### src/rtl/gscw_pkg.sv
// Shared types and constants of the grid segment cell walk unit.
// Holds the microcode ROM for the sequencer. No dependencies.
`default_nettype none

package gscw_pkg;

  localparam int unsigned COORD_INT_BITS_DEF = 12;
  localparam int unsigned FRAC_BITS_DEF      = 8;
  localparam int unsigned MAX_CELLS_DEF      = 64;
  localparam int unsigned IN_W_DEF   = COORD_INT_BITS_DEF + FRAC_BITS_DEF + 1;
  localparam int unsigned CELL_W_DEF = COORD_INT_BITS_DEF + 1;

  // microcode step addresses
  typedef enum logic [1:0] {
    UA_IDLE,
    UA_SETUP,
    UA_MUL,
    UA_WALK
  } gscw_addr_e;

  // datapath operation of a step
  typedef enum logic [1:0] {
    DP_NOP,
    DP_SETUP,
    DP_MUL,
    DP_WALK
  } gscw_dpop_e;

  // branch condition: jump to target when true, else hold the step
  typedef enum logic [1:0] {
    BR_ALWAYS,
    BR_ACCEPT,
    BR_MUL_DONE,
    BR_WALK_END
  } gscw_br_e;

  typedef struct packed {
    logic       in_ready;
    gscw_dpop_e op;
    gscw_br_e   br;
    gscw_addr_e target;
  } gscw_ctrl_t;

  typedef struct packed {
    logic accept;
    logic mul_done;
    logic walk_fire;
    logic walk_last;
  } gscw_stat_t;

  function automatic gscw_ctrl_t gscw_ucode(input gscw_addr_e addr);
    gscw_ctrl_t cw;
    unique case (addr)
      UA_IDLE:  cw = '{in_ready: 1'b1, op: DP_NOP,   br: BR_ACCEPT,   target: UA_SETUP};
      UA_SETUP: cw = '{in_ready: 1'b0, op: DP_SETUP, br: BR_ALWAYS,   target: UA_MUL};
      UA_MUL:   cw = '{in_ready: 1'b0, op: DP_MUL,   br: BR_MUL_DONE, target: UA_WALK};
      UA_WALK:  cw = '{in_ready: 1'b0, op: DP_WALK,  br: BR_WALK_END, target: UA_IDLE};
      default:  cw = '{in_ready: 1'b0, op: DP_NOP,   br: BR_ALWAYS,   target: UA_IDLE};
    endcase
    return cw;
  endfunction

endpackage

`default_nettype wire

### src/rtl/gscw_if.sv
// Valid/ready channel interfaces: segment words in, cell words out.
// Depends on gscw_pkg for default widths.
`default_nettype none

interface gscw_seg_if #(
  parameter int unsigned IN_W = gscw_pkg::IN_W_DEF
);
  logic                   valid;
  logic                   ready;
  logic signed [IN_W-1:0] start_x;
  logic signed [IN_W-1:0] start_y;
  logic signed [IN_W-1:0] end_x;
  logic signed [IN_W-1:0] end_y;

  modport source (output valid, start_x, start_y, end_x, end_y, input ready);
  modport sink   (input valid, start_x, start_y, end_x, end_y, output ready);
endinterface

interface gscw_cell_if #(
  parameter int unsigned CELL_W = gscw_pkg::CELL_W_DEF
);
  logic                     valid;
  logic                     ready;
  logic signed [CELL_W-1:0] cell_x;
  logic signed [CELL_W-1:0] cell_y;
  logic                     last;
  logic                     truncated;

  modport source (output valid, cell_x, cell_y, last, truncated, input ready);
  modport sink   (input valid, cell_x, cell_y, last, truncated, output ready);
endinterface

`default_nettype wire

### src/rtl/gscw_seq.sv
// Microcode sequencer: step counter, ROM lookup and conditional jumps.
// Depends on gscw_pkg (ROM, control and status types).
`default_nettype none

module gscw_seq (
  input  wire logic                clk_i,
  input  wire logic                rst_ni,
  input  wire gscw_pkg::gscw_stat_t stat_i,
  output gscw_pkg::gscw_ctrl_t     ctrl_o
);
  import gscw_pkg::*;

  gscw_addr_e pc_q, pc_d;
  gscw_ctrl_t cw;
  logic       take;

  assign cw     = gscw_ucode(pc_q);
  assign ctrl_o = cw;

  always_comb begin
    unique case (cw.br)
      BR_ALWAYS:   take = 1'b1;
      BR_ACCEPT:   take = stat_i.accept;
      BR_MUL_DONE: take = stat_i.mul_done;
      BR_WALK_END: take = stat_i.walk_fire & stat_i.walk_last;
      default:     take = 1'b0;
    endcase
    pc_d = take ? cw.target : pc_q;
  end

  always_ff @(posedge clk_i or negedge rst_ni) begin
    if (!rst_ni) begin
      pc_q <= UA_IDLE;
    end else begin
      pc_q <= pc_d;
    end
  end

`ifndef SYNTHESIS
  a_accept_idle: assert property (@(posedge clk_i) disable iff (!rst_ni)
    stat_i.accept |-> pc_q == UA_IDLE)
    else $error("segment word taken outside the idle step");

  a_setup_to_mul: assert property (@(posedge clk_i) disable iff (!rst_ni)
    pc_q == UA_SETUP |=> pc_q == UA_MUL)
    else $error("setup step not followed by multiply loop");

  a_walk_hold: assert property (@(posedge clk_i) disable iff (!rst_ni)
    (pc_q == UA_WALK && !(stat_i.walk_fire && stat_i.walk_last)) |=> pc_q == UA_WALK)
    else $error("walk left before the final cell");
`endif

endmodule

`default_nettype wire

### src/rtl/gscw_dp.sv
// Datapath of the cell walk: input capture, setup, shift-add products,
// incremental boundary-time compare, cell stepping and output register.
// Depends on gscw_pkg and the channel interfaces in gscw_if.sv.
`default_nettype none

module gscw_dp #(
  parameter int unsigned COORD_INT_BITS = gscw_pkg::COORD_INT_BITS_DEF,
  parameter int unsigned FRAC_BITS      = gscw_pkg::FRAC_BITS_DEF,
  parameter int unsigned MAX_CELLS      = gscw_pkg::MAX_CELLS_DEF
) (
  input  wire logic                 clk_i,
  input  wire logic                 rst_ni,
  input  wire gscw_pkg::gscw_ctrl_t ctrl_i,
  output gscw_pkg::gscw_stat_t      stat_o,
  gscw_seg_if.sink                  seg_i,
  gscw_cell_if.source               cell_o
);
  import gscw_pkg::*;

  localparam int unsigned IN_W   = COORD_INT_BITS + FRAC_BITS + 1;
  localparam int unsigned D_W    = IN_W + 1;
  localparam int unsigned CELL_W = COORD_INT_BITS + 1;
  localparam int unsigned DIST_W = IN_W + 2;
  localparam int unsigned PROD_W = DIST_W + D_W;
  localparam int unsigned MUL_W  = FRAC_BITS + 1;
  localparam int unsigned MCNT_W = $clog2(FRAC_BITS + 2);
  localparam int unsigned STEP_W = $clog2(MAX_CELLS);
  localparam int unsigned LIM_W  = D_W + 1;

  localparam logic [DIST_W-1:0] ONE_DIST  = DIST_W'(1) << FRAC_BITS;
  localparam logic [DIST_W-1:0] FRAC_MASK = ONE_DIST - DIST_W'(1);
  localparam logic [MCNT_W-1:0] MUL_LAST  = MCNT_W'(FRAC_BITS);
  localparam logic [STEP_W-1:0] STEP_LAST = STEP_W'(MAX_CELLS - 1);
  localparam logic [LIM_W-1:0]  LIM_PAD   = LIM_W'(4);

  // captured segment
  logic signed [IN_W-1:0] sx_q, sy_q, ex_q, ey_q;
  // walk state
  logic signed [CELL_W-1:0] cur_x_q, cur_y_q;
  logic                     negx_q, negy_q;
  logic [D_W-1:0]           adx_q, ady_q;
  logic [DIST_W-1:0]        nx_q, ny_q;
  logic [MUL_W-1:0]         mx_q, my_q;
  logic [PROD_W-1:0]        tx_q, ty_q;
  logic [MCNT_W-1:0]        mcnt_q;
  logic [STEP_W-1:0]        step_q;
  logic [LIM_W-1:0]         lim_q;
  // output register
  logic                     out_vld_q;
  logic signed [CELL_W-1:0] out_x_q, out_y_q;
  logic                     out_last_q, out_trunc_q;

  // setup terms
  logic signed [D_W-1:0]   dx_c, dy_c;
  logic [D_W-1:0]          adx_c, ady_c;
  logic [DIST_W-1:0]       fx_c, fy_c, nx0_c, ny0_c;
  logic                    posx_c, posy_c;
  logic [LIM_W-1:0]        lim_c;

  // walk terms
  logic nonzero, movex, cross_ok, in_lim, move, at_cap;
  logic w_last, w_trunc, fire, advance, load;

  assign load = ctrl_i.in_ready & seg_i.valid;
  assign seg_i.ready = ctrl_i.in_ready;

  always_comb begin
    dx_c   = $signed({ex_q[IN_W-1], ex_q}) - $signed({sx_q[IN_W-1], sx_q});
    dy_c   = $signed({ey_q[IN_W-1], ey_q}) - $signed({sy_q[IN_W-1], sy_q});
    adx_c  = dx_c[D_W-1] ? D_W'(-dx_c) : D_W'(dx_c);
    ady_c  = dy_c[D_W-1] ? D_W'(-dy_c) : D_W'(dy_c);
    posx_c = !dx_c[D_W-1] && (dx_c != '0);
    posy_c = !dy_c[D_W-1] && (dy_c != '0);
    fx_c   = {{(DIST_W-IN_W){1'b0}}, sx_q} & FRAC_MASK;
    fy_c   = {{(DIST_W-IN_W){1'b0}}, sy_q} & FRAC_MASK;
    // distance to the next boundary in the step direction
    nx0_c  = posx_c ? ONE_DIST - fx_c : fx_c;
    ny0_c  = posy_c ? ONE_DIST - fy_c : fy_c;
    lim_c  = (({1'b0, adx_q} + {1'b0, ady_q}) >> FRAC_BITS) + LIM_PAD;
  end

  always_comb begin
    nonzero  = (adx_q != '0) || (ady_q != '0);
    // x crossing strictly earlier: nx/adx < ny/ady, cross-multiplied
    movex    = (adx_q != '0) && ((ady_q == '0) || (tx_q < ty_q));
    cross_ok = movex ? (nx_q <= DIST_W'(adx_q)) : (ny_q <= DIST_W'(ady_q));
    in_lim   = LIM_W'(step_q) < lim_q;
    move     = nonzero && cross_ok && in_lim;
    at_cap   = step_q == STEP_LAST;
    w_last   = !move || at_cap;
    w_trunc  = move && at_cap;
    fire     = (ctrl_i.op == DP_WALK) && (!out_vld_q || cell_o.ready);
    advance  = fire && !w_last;
  end

  assign stat_o = '{accept:    load,
                    mul_done:  mcnt_q == MUL_LAST,
                    walk_fire: fire,
                    walk_last: w_last};

  always_ff @(posedge clk_i) begin
    if (load) begin
      sx_q <= seg_i.start_x;
      sy_q <= seg_i.start_y;
      ex_q <= seg_i.end_x;
      ey_q <= seg_i.end_y;
    end
    unique case (ctrl_i.op)
      DP_SETUP: begin
        cur_x_q <= CELL_W'(sx_q >>> FRAC_BITS);
        cur_y_q <= CELL_W'(sy_q >>> FRAC_BITS);
        negx_q  <= dx_c[D_W-1];
        negy_q  <= dy_c[D_W-1];
        adx_q   <= adx_c;
        ady_q   <= ady_c;
        nx_q    <= nx0_c;
        ny_q    <= ny0_c;
        mx_q    <= nx0_c[MUL_W-1:0];
        my_q    <= ny0_c[MUL_W-1:0];
        tx_q    <= '0;
        ty_q    <= '0;
        mcnt_q  <= '0;
        step_q  <= '0;
      end
      DP_MUL: begin
        // msb-first shift-add: tx = nx0 * ady, ty = ny0 * adx
        tx_q   <= (tx_q << 1) + (mx_q[MUL_W-1] ? PROD_W'(ady_q) : PROD_W'(0));
        ty_q   <= (ty_q << 1) + (my_q[MUL_W-1] ? PROD_W'(adx_q) : PROD_W'(0));
        mx_q   <= mx_q << 1;
        my_q   <= my_q << 1;
        mcnt_q <= mcnt_q + MCNT_W'(1);
        lim_q  <= lim_c;
      end
      DP_WALK: begin
        if (advance) begin
          step_q <= step_q + STEP_W'(1);
          if (movex) begin
            cur_x_q <= negx_q ? cur_x_q - CELL_W'(1) : cur_x_q + CELL_W'(1);
            nx_q    <= nx_q + ONE_DIST;
            tx_q    <= tx_q + (PROD_W'(ady_q) << FRAC_BITS);
          end else begin
            cur_y_q <= negy_q ? cur_y_q - CELL_W'(1) : cur_y_q + CELL_W'(1);
            ny_q    <= ny_q + ONE_DIST;
            ty_q    <= ty_q + (PROD_W'(adx_q) << FRAC_BITS);
          end
        end
      end
      default: begin
      end
    endcase
    if (fire) begin
      out_x_q     <= cur_x_q;
      out_y_q     <= cur_y_q;
      out_last_q  <= w_last;
      out_trunc_q <= w_trunc;
    end
  end

  always_ff @(posedge clk_i or negedge rst_ni) begin
    if (!rst_ni) begin
      out_vld_q <= 1'b0;
    end else if (fire) begin
      out_vld_q <= 1'b1;
    end else if (cell_o.ready) begin
      out_vld_q <= 1'b0;
    end
  end

  assign cell_o.valid     = out_vld_q;
  assign cell_o.cell_x    = out_x_q;
  assign cell_o.cell_y    = out_y_q;
  assign cell_o.last      = out_last_q;
  assign cell_o.truncated = out_trunc_q;

`ifndef SYNTHESIS
  a_trunc_on_last: assert property (@(posedge clk_i) disable iff (!rst_ni)
    (cell_o.valid && cell_o.truncated) |-> cell_o.last)
    else $error("truncated word that is not the last of its run");

  a_one_axis_step: assert property (@(posedge clk_i) disable iff (!rst_ni)
    advance |=> ((cur_x_q != $past(cur_x_q)) != (cur_y_q != $past(cur_y_q))))
    else $error("walk step did not move exactly one axis");

  a_mul_restart: assert property (@(posedge clk_i) disable iff (!rst_ni)
    (ctrl_i.op == DP_SETUP) |=> (mcnt_q == '0 && step_q == '0))
    else $error("setup did not clear the loop counters");
`endif

endmodule

`default_nettype wire

### src/rtl/grid_segment_cell_walk_unit.sv
// Grid segment cell walk: lists every grid cell a fixed-point segment crosses, up to MAX_CELLS.
// After a segment word is taken: one setup step, FRAC_BITS+1 shift-add steps, then the
// first cell word goes into the output register stage.
// Throughput: one cell per cycle after that while cell_o is not stalled; a segment gives
// N cells (at most MAX_CELLS); the next segment can be taken while the final cell still
// waits in the output register.
// Reset: sequencer returns to idle and the output register empties; no clearing pass.
`default_nettype none

module grid_segment_cell_walk_unit #(
  parameter int unsigned COORD_INT_BITS = gscw_pkg::COORD_INT_BITS_DEF,
  parameter int unsigned FRAC_BITS      = gscw_pkg::FRAC_BITS_DEF,
  parameter int unsigned MAX_CELLS      = gscw_pkg::MAX_CELLS_DEF
) (
  input  wire logic   clk_i,
  input  wire logic   rst_ni,
  gscw_seg_if.sink    seg_i,
  gscw_cell_if.source cell_o
);
  import gscw_pkg::*;

  gscw_ctrl_t ctrl;
  gscw_stat_t stat;

  gscw_seq u_seq (
    .clk_i  (clk_i),
    .rst_ni (rst_ni),
    .stat_i (stat),
    .ctrl_o (ctrl)
  );

  gscw_dp #(
    .COORD_INT_BITS (COORD_INT_BITS),
    .FRAC_BITS      (FRAC_BITS),
    .MAX_CELLS      (MAX_CELLS)
  ) u_dp (
    .clk_i  (clk_i),
    .rst_ni (rst_ni),
    .ctrl_i (ctrl),
    .stat_o (stat),
    .seg_i  (seg_i),
    .cell_o (cell_o)
  );

endmodule

`default_nettype wire
### src/flat_wrapper.sv
// flat-port wrapper written by rule: the top's interface ports become plain ports
module grid_segment_cell_walk_unit_flat import gscw_pkg::*;
#(
  parameter int unsigned COORD_INT_BITS = gscw_pkg::COORD_INT_BITS_DEF,
  parameter int unsigned FRAC_BITS      = gscw_pkg::FRAC_BITS_DEF,
  parameter int unsigned MAX_CELLS      = gscw_pkg::MAX_CELLS_DEF
)
  (clk_i, rst_ni, seg_i_valid, seg_i_start_x, seg_i_start_y, seg_i_end_x, seg_i_end_y, seg_i_ready, cell_o_valid, cell_o_cell_x, cell_o_cell_y, cell_o_last, cell_o_truncated, cell_o_ready);
  gscw_seg_if seg_i_i ();
  gscw_cell_if cell_o_i ();
  input  wire logic clk_i;
  input  wire logic rst_ni;
  input wire logic [$bits(seg_i_i.valid)-1:0] seg_i_valid;
  input wire logic [$bits(seg_i_i.start_x)-1:0] seg_i_start_x;
  input wire logic [$bits(seg_i_i.start_y)-1:0] seg_i_start_y;
  input wire logic [$bits(seg_i_i.end_x)-1:0] seg_i_end_x;
  input wire logic [$bits(seg_i_i.end_y)-1:0] seg_i_end_y;
  output wire logic [$bits(seg_i_i.ready)-1:0] seg_i_ready;
  output wire logic [$bits(cell_o_i.valid)-1:0] cell_o_valid;
  output wire logic [$bits(cell_o_i.cell_x)-1:0] cell_o_cell_x;
  output wire logic [$bits(cell_o_i.cell_y)-1:0] cell_o_cell_y;
  output wire logic [$bits(cell_o_i.last)-1:0] cell_o_last;
  output wire logic [$bits(cell_o_i.truncated)-1:0] cell_o_truncated;
  input wire logic [$bits(cell_o_i.ready)-1:0] cell_o_ready;
  assign seg_i_i.valid = seg_i_valid;
  assign seg_i_i.start_x = seg_i_start_x;
  assign seg_i_i.start_y = seg_i_start_y;
  assign seg_i_i.end_x = seg_i_end_x;
  assign seg_i_i.end_y = seg_i_end_y;
  assign seg_i_ready = seg_i_i.ready;
  assign cell_o_valid = cell_o_i.valid;
  assign cell_o_cell_x = cell_o_i.cell_x;
  assign cell_o_cell_y = cell_o_i.cell_y;
  assign cell_o_last = cell_o_i.last;
  assign cell_o_truncated = cell_o_i.truncated;
  assign cell_o_i.ready = cell_o_ready;
  grid_segment_cell_walk_unit #(.COORD_INT_BITS(COORD_INT_BITS), .FRAC_BITS(FRAC_BITS), .MAX_CELLS(MAX_CELLS)) u_core (.clk_i(clk_i), .rst_ni(rst_ni), .seg_i(seg_i_i), .cell_o(cell_o_i));
endmodule
### config.mk
export PLATFORM = sky130hd
export DESIGN_NAME = grid_segment_cell_walk_unit_flat
export DESIGN_NICKNAME = d
export VERILOG_FILES = /design/src/rtl/gscw_pkg.sv /design/src/rtl/gscw_if.sv /design/src/rtl/gscw_seq.sv /design/src/rtl/gscw_dp.sv /design/src/rtl/grid_segment_cell_walk_unit.sv /design/src/flat_wrapper.sv
export SDC_FILE = /design/constraint.sdc
export NUM_CORES = 1
export LEC_CHECK = 0
export BUFFER_PORTS_ARGS = -buffer_cell sky130_fd_sc_hd__buf_2
export CAP_MARGIN = 20
export CORE_MARGIN = 1
export CORE_UTILIZATION = 62
export DETAILED_ROUTE_END_ITERATION = 8
export GPL_TIMING_DRIVEN = 0
export PLACE_DENSITY = 0.84
export SLEW_MARGIN = 20
export SYNTH_ARGS = -nofsm -noshare
export SYNTH_HDL_FRONTEND = slang
export SYNTH_SLANG_ARGS = --single-unit
### constraint.sdc
create_clock -name clk_i -period 14.1 [get_ports clk_i]
set_clock_uncertainty 0.05 [all_clocks]
set_input_delay 2.115 -clock clk_i [delete_from_list [all_inputs] [get_ports clk_i]]
set_output_delay 2.115 -clock clk_i [all_outputs]
set_load 0.02 [all_outputs]
==> impl_metrics.csv <==
group,metric,value,unit
synth,synth_top_family_by_area,"compound AO/OA/AOI/OAI gates",
clock_network,cts_sinks,367,
global_route,overflow,0,
global_route,grt_max_degree,60,
detailed_routing,dr.pass1.iters,7,
clock_network,cts_resized,0,
synth,syn_inst,2913,
timing,finalSetupViolations,0,
detailed_routing,wl_per_cell,22.5,um
timing,fin_setup_tns,0,ns
global_route,grt_pass1_vias,23900,
clock_network,numCtsBuffers,42,
detailed_routing,ant_nets,0,
die,start_util,63.4,%
die,die_h,215,um
die,fp-row-count,77,
cells_and_area,syn_to_final_growth,10.2,%
global_route,grt_first_pass_wirelength,128000,um
timing,hold_viol,0,
synth,yosysMostFrequentCell,"edfxtp_1",
timing,min_period,4.50,ns
place,place_ws,9.66,ns
timing,rsz0062_at_grt,"no",
cells_and_area,fillerInstances,3335,
worst_setup_path,crit_required,14.33,ns
synth,post_synth.cell_area_avg,9.68,um^2
timing,tightest_slew,1.21,ns
worst_setup_path,end_kind,"register",
synth,synth-seq-cells,367,
die,die_area,0.0463,mm^2
clock_network,tritoncts,"yes",
synth,post_synth_mux_area_share,1.09,%
outcome,status,"complete, no violations",
detailed_routing,remaining_drc_errors,0,
global_route,track_usage,35.3,%
cells_and_area,drive_above_1_share,7.65,%
detailed_routing,vias_per_cell,6.59,
cells_and_area,fin_area,0.0311,mm^2
synth,synth_warnings,0,
cells_and_area,layout.nets,3456,
detailed_routing,vias,24400,
synth,yosys.area_share.simple,15.5,%
synth,syn-num-nets,3288,
power,vdd_drop_max,0.147,mV
detailed_routing,routed_wl,83300,um
power,power.leakage,12.7,nW
synth,synth_top_cell_by_area,"edfxtp_1",
clock_network,cts_root_buf,"clkbuf_16",
synth,syn_area,0.0282,mm^2
synth,synth_edf_count,364,
timing,setup_slack,9.60,ns
synth,ys_top_cells_by_count,"edfxtp_1 (364), ha_1 (279), nor2_1 (227)",
synth,synth_ff_type,"edfxtp_1",
timing,period_share,31.9,%
clock_network,clkTransAtPathRegs,0.06,ns
synth,synth.area.top_cells,"edfxtp_1 (39%), ha_1 (12%), xnor2_1 (5.1%)",
worst_setup_path,crit_arrival,4.73,ns
synth,synth_adder_area_share,12.9,%
synth,synth-seq-area-share,39.0,%
die,die_x,215,um
power,p_per_area,194,mW/mm^2
synth,yosysUniqueCellTypes,92,
min_path,hp-class,"reg2reg",
synth,netlist.area_leader.share,38.8,%
synth,synth_compound_area_share,18.8,%
place,placed_area,0.0297,mm^2
die,io_pins,118,
synth,async_reset_ff_share,0.817,%
clock_network,hold_buffers,0,
timing,slew_violations,0,
die,core,0.0445,mm^2
place,port_buffers,117,
place,dpl.hpwl,61600,um
clock_network,cts.path.max_buffers,3,
place,gp_congestion,1.00,
clock_network,cts_setup_buffers,0,
global_route,antenna_found_initial,2,
detailed_routing,drtIter0Drc,2492,
job,maxCapViolCount,0,
worst_setup_path,cp-start-kind,"register",
timing,fmax,222,MHz
worst_setup_path,critPathKind,"reg2reg",
synth,synth_xor_area_share,8.63,%
clock_network,clkLatencyLatePin,0.60,ns
timing,slew_headroom,19.4,%
worst_setup_path,critPathMaxFanout,21,
clock_network,htree_levels,2,
[layout make-up]
| class | instances | area, um^2 | share of cell area, % |
|---|---|---|---|
| Sequential cell | 367 | 11000 | 35.4 |
| Timing Repair Buffer | 124 | 751 | 2.42 |
| Antenna cell | 2 | 5.00 | 0.0161 |
| Clock buffer | 58 | 1160 | 3.74 |
| Clock inverter | 18 | 155 | 0.499 |
| Multi-Input combinational cell | 2253 | 16100 | 51.9 |
| Buffer | 87 | 345 | 1.11 |
| Tap cell | 592 | 741 | 2.38 |
| Inverter | 206 | 773 | 2.49 |
[placed cells by master (no fill, tap or decap), types with 13 or more instances in the layout]
cell type,count
nor4_1,27
clkbuf_1,86
o21a_1,27
or3_1,36
and2_1,74
o31ai_1,17
xor2_1,113
a22o_1,17
o211ai_1,30
clkbuf_16,43
nand4_1,39
o21bai_1,22
a211oi_1,43
edfxtp_1,364
inv_1,204
nor2_1,227
o21ai_0,138
mux2_2,13
a21oi_1,173
o22ai_1,58
and3_1,42
nand2_1,166
nand2b_1,28
o2111ai_1,16
mux2i_1,16
nor3_1,52
xnor2_1,165
a31oi_1,26
buf_2,124
ha_1,277
a211o_1,15
a21o_1,106
nor2b_1,24
nand3_1,93
[worst paths after layout]
check / end / slack [ns] / from / cells past startpoint
worst max-delay path: u_core.u_dp.tx_q[24]$_DFFE_PP_ / 9.60 / u_core.u_dp.adx_q[16]$_DFFE_PP_ / 11
worst min-delay path: u_core.u_dp.cell_o.cell_x[8]$_DFFE_PP_ / 0.41 / u_core.u_dp.cur_x_q[8]$_DFFE_PP_ / 0
worst max register to register: u_core.u_dp.tx_q[24]$_DFFE_PP_ / 9.60 / u_core.u_dp.adx_q[16]$_DFFE_PP_ / 11
worst min register to register: u_core.u_dp.cell_o.cell_x[8]$_DFFE_PP_ / 0.41 / u_core.u_dp.cur_x_q[8]$_DFFE_PP_ / 0
max in group asynchronous: u_core.u_seq.pc_q[1]$_DFFE_PN0P_ / 12.61 / rst_ni / 1
min in group asynchronous: u_core.u_seq.pc_q[0]$_DFFE_PN0P_ / 1.27 / rst_ni / 1
[state kept, by name (all words and copies together), names as in the netlist, 16 cells and up]
| name | flops |
|---|---|
| u_core.u_dp.adx_q | 22 |
| u_core.u_dp.ady_q | 22 |
| u_core.u_dp.ex_q | 21 |
| u_core.u_dp.ey_q | 21 |
| u_core.u_dp.lim_q | 16 |
| u_core.u_dp.nx_q | 23 |
| u_core.u_dp.ny_q | 23 |
| u_core.u_dp.sx_q | 21 |
| u_core.u_dp.sy_q | 21 |
| u_core.u_dp.tx_q | 45 |
| u_core.u_dp.ty_q | 45 |
[per-stage QoR]
stage | total power [W] | cells | util, % | hold slack (ns)
6_report | 0.00602 | 3707 | 69.8 | 0.413
5_1_grt | 0.00634 | 3705 | 69.8 | 0.412
4_1_cts | 0.00594 | 3705 | 69.8 | 0.409
3_5_place_dp | 0.00485 | 3629 | 66.8 | 0.394
3_3_place_gp | 0.00469 | 3622 | 66.3 | 0.393
2_1_floorplan | 0.00399 | 2913 | - | 0.383
[layer usage]
layer	share of wire [%]	GRT usage, %	wire (um)	vias up
li1	-	-	-	11200
met1	39	43.8	32500	11600
met2	46	57.4	38200	1287
met3	8.7	5.97	7230	311
met4	6.5	21.7	5410	0
met5	0	0	0	-
[critical path: stages (launching register included)]
cell,delay (ns)
edfxtp_1,0.73
inv_1,0.11
ha_1,0.34
a21o_1,0.18
a21oi_1,0.12
o21ai_0,0.10
o31ai_1,0.51
nand3_1,0.12
o21ai_0,0.62
nand3_1,0.30
a21oi_4,0.73
buf_16,0.25
[power breakdown]
part / switching, W / leakage, nW / internal (W)
logic: 0.00179 / 8.50 / 0.00118
clock network: 0.000472 / 0.627 / 0.000599
registers: 0.000293 / 3.54 / 0.00168
total: 0.00256 / 12.7 / 0.00346
[kinds of logic after synthesis]
logic type	Yosys count
flops	367
xor+xnor	278
simple gates	868
mux	29
fa+ha+maj	287
compound gates	791
buf+inv	293
(Power assumes the default switching activity.)
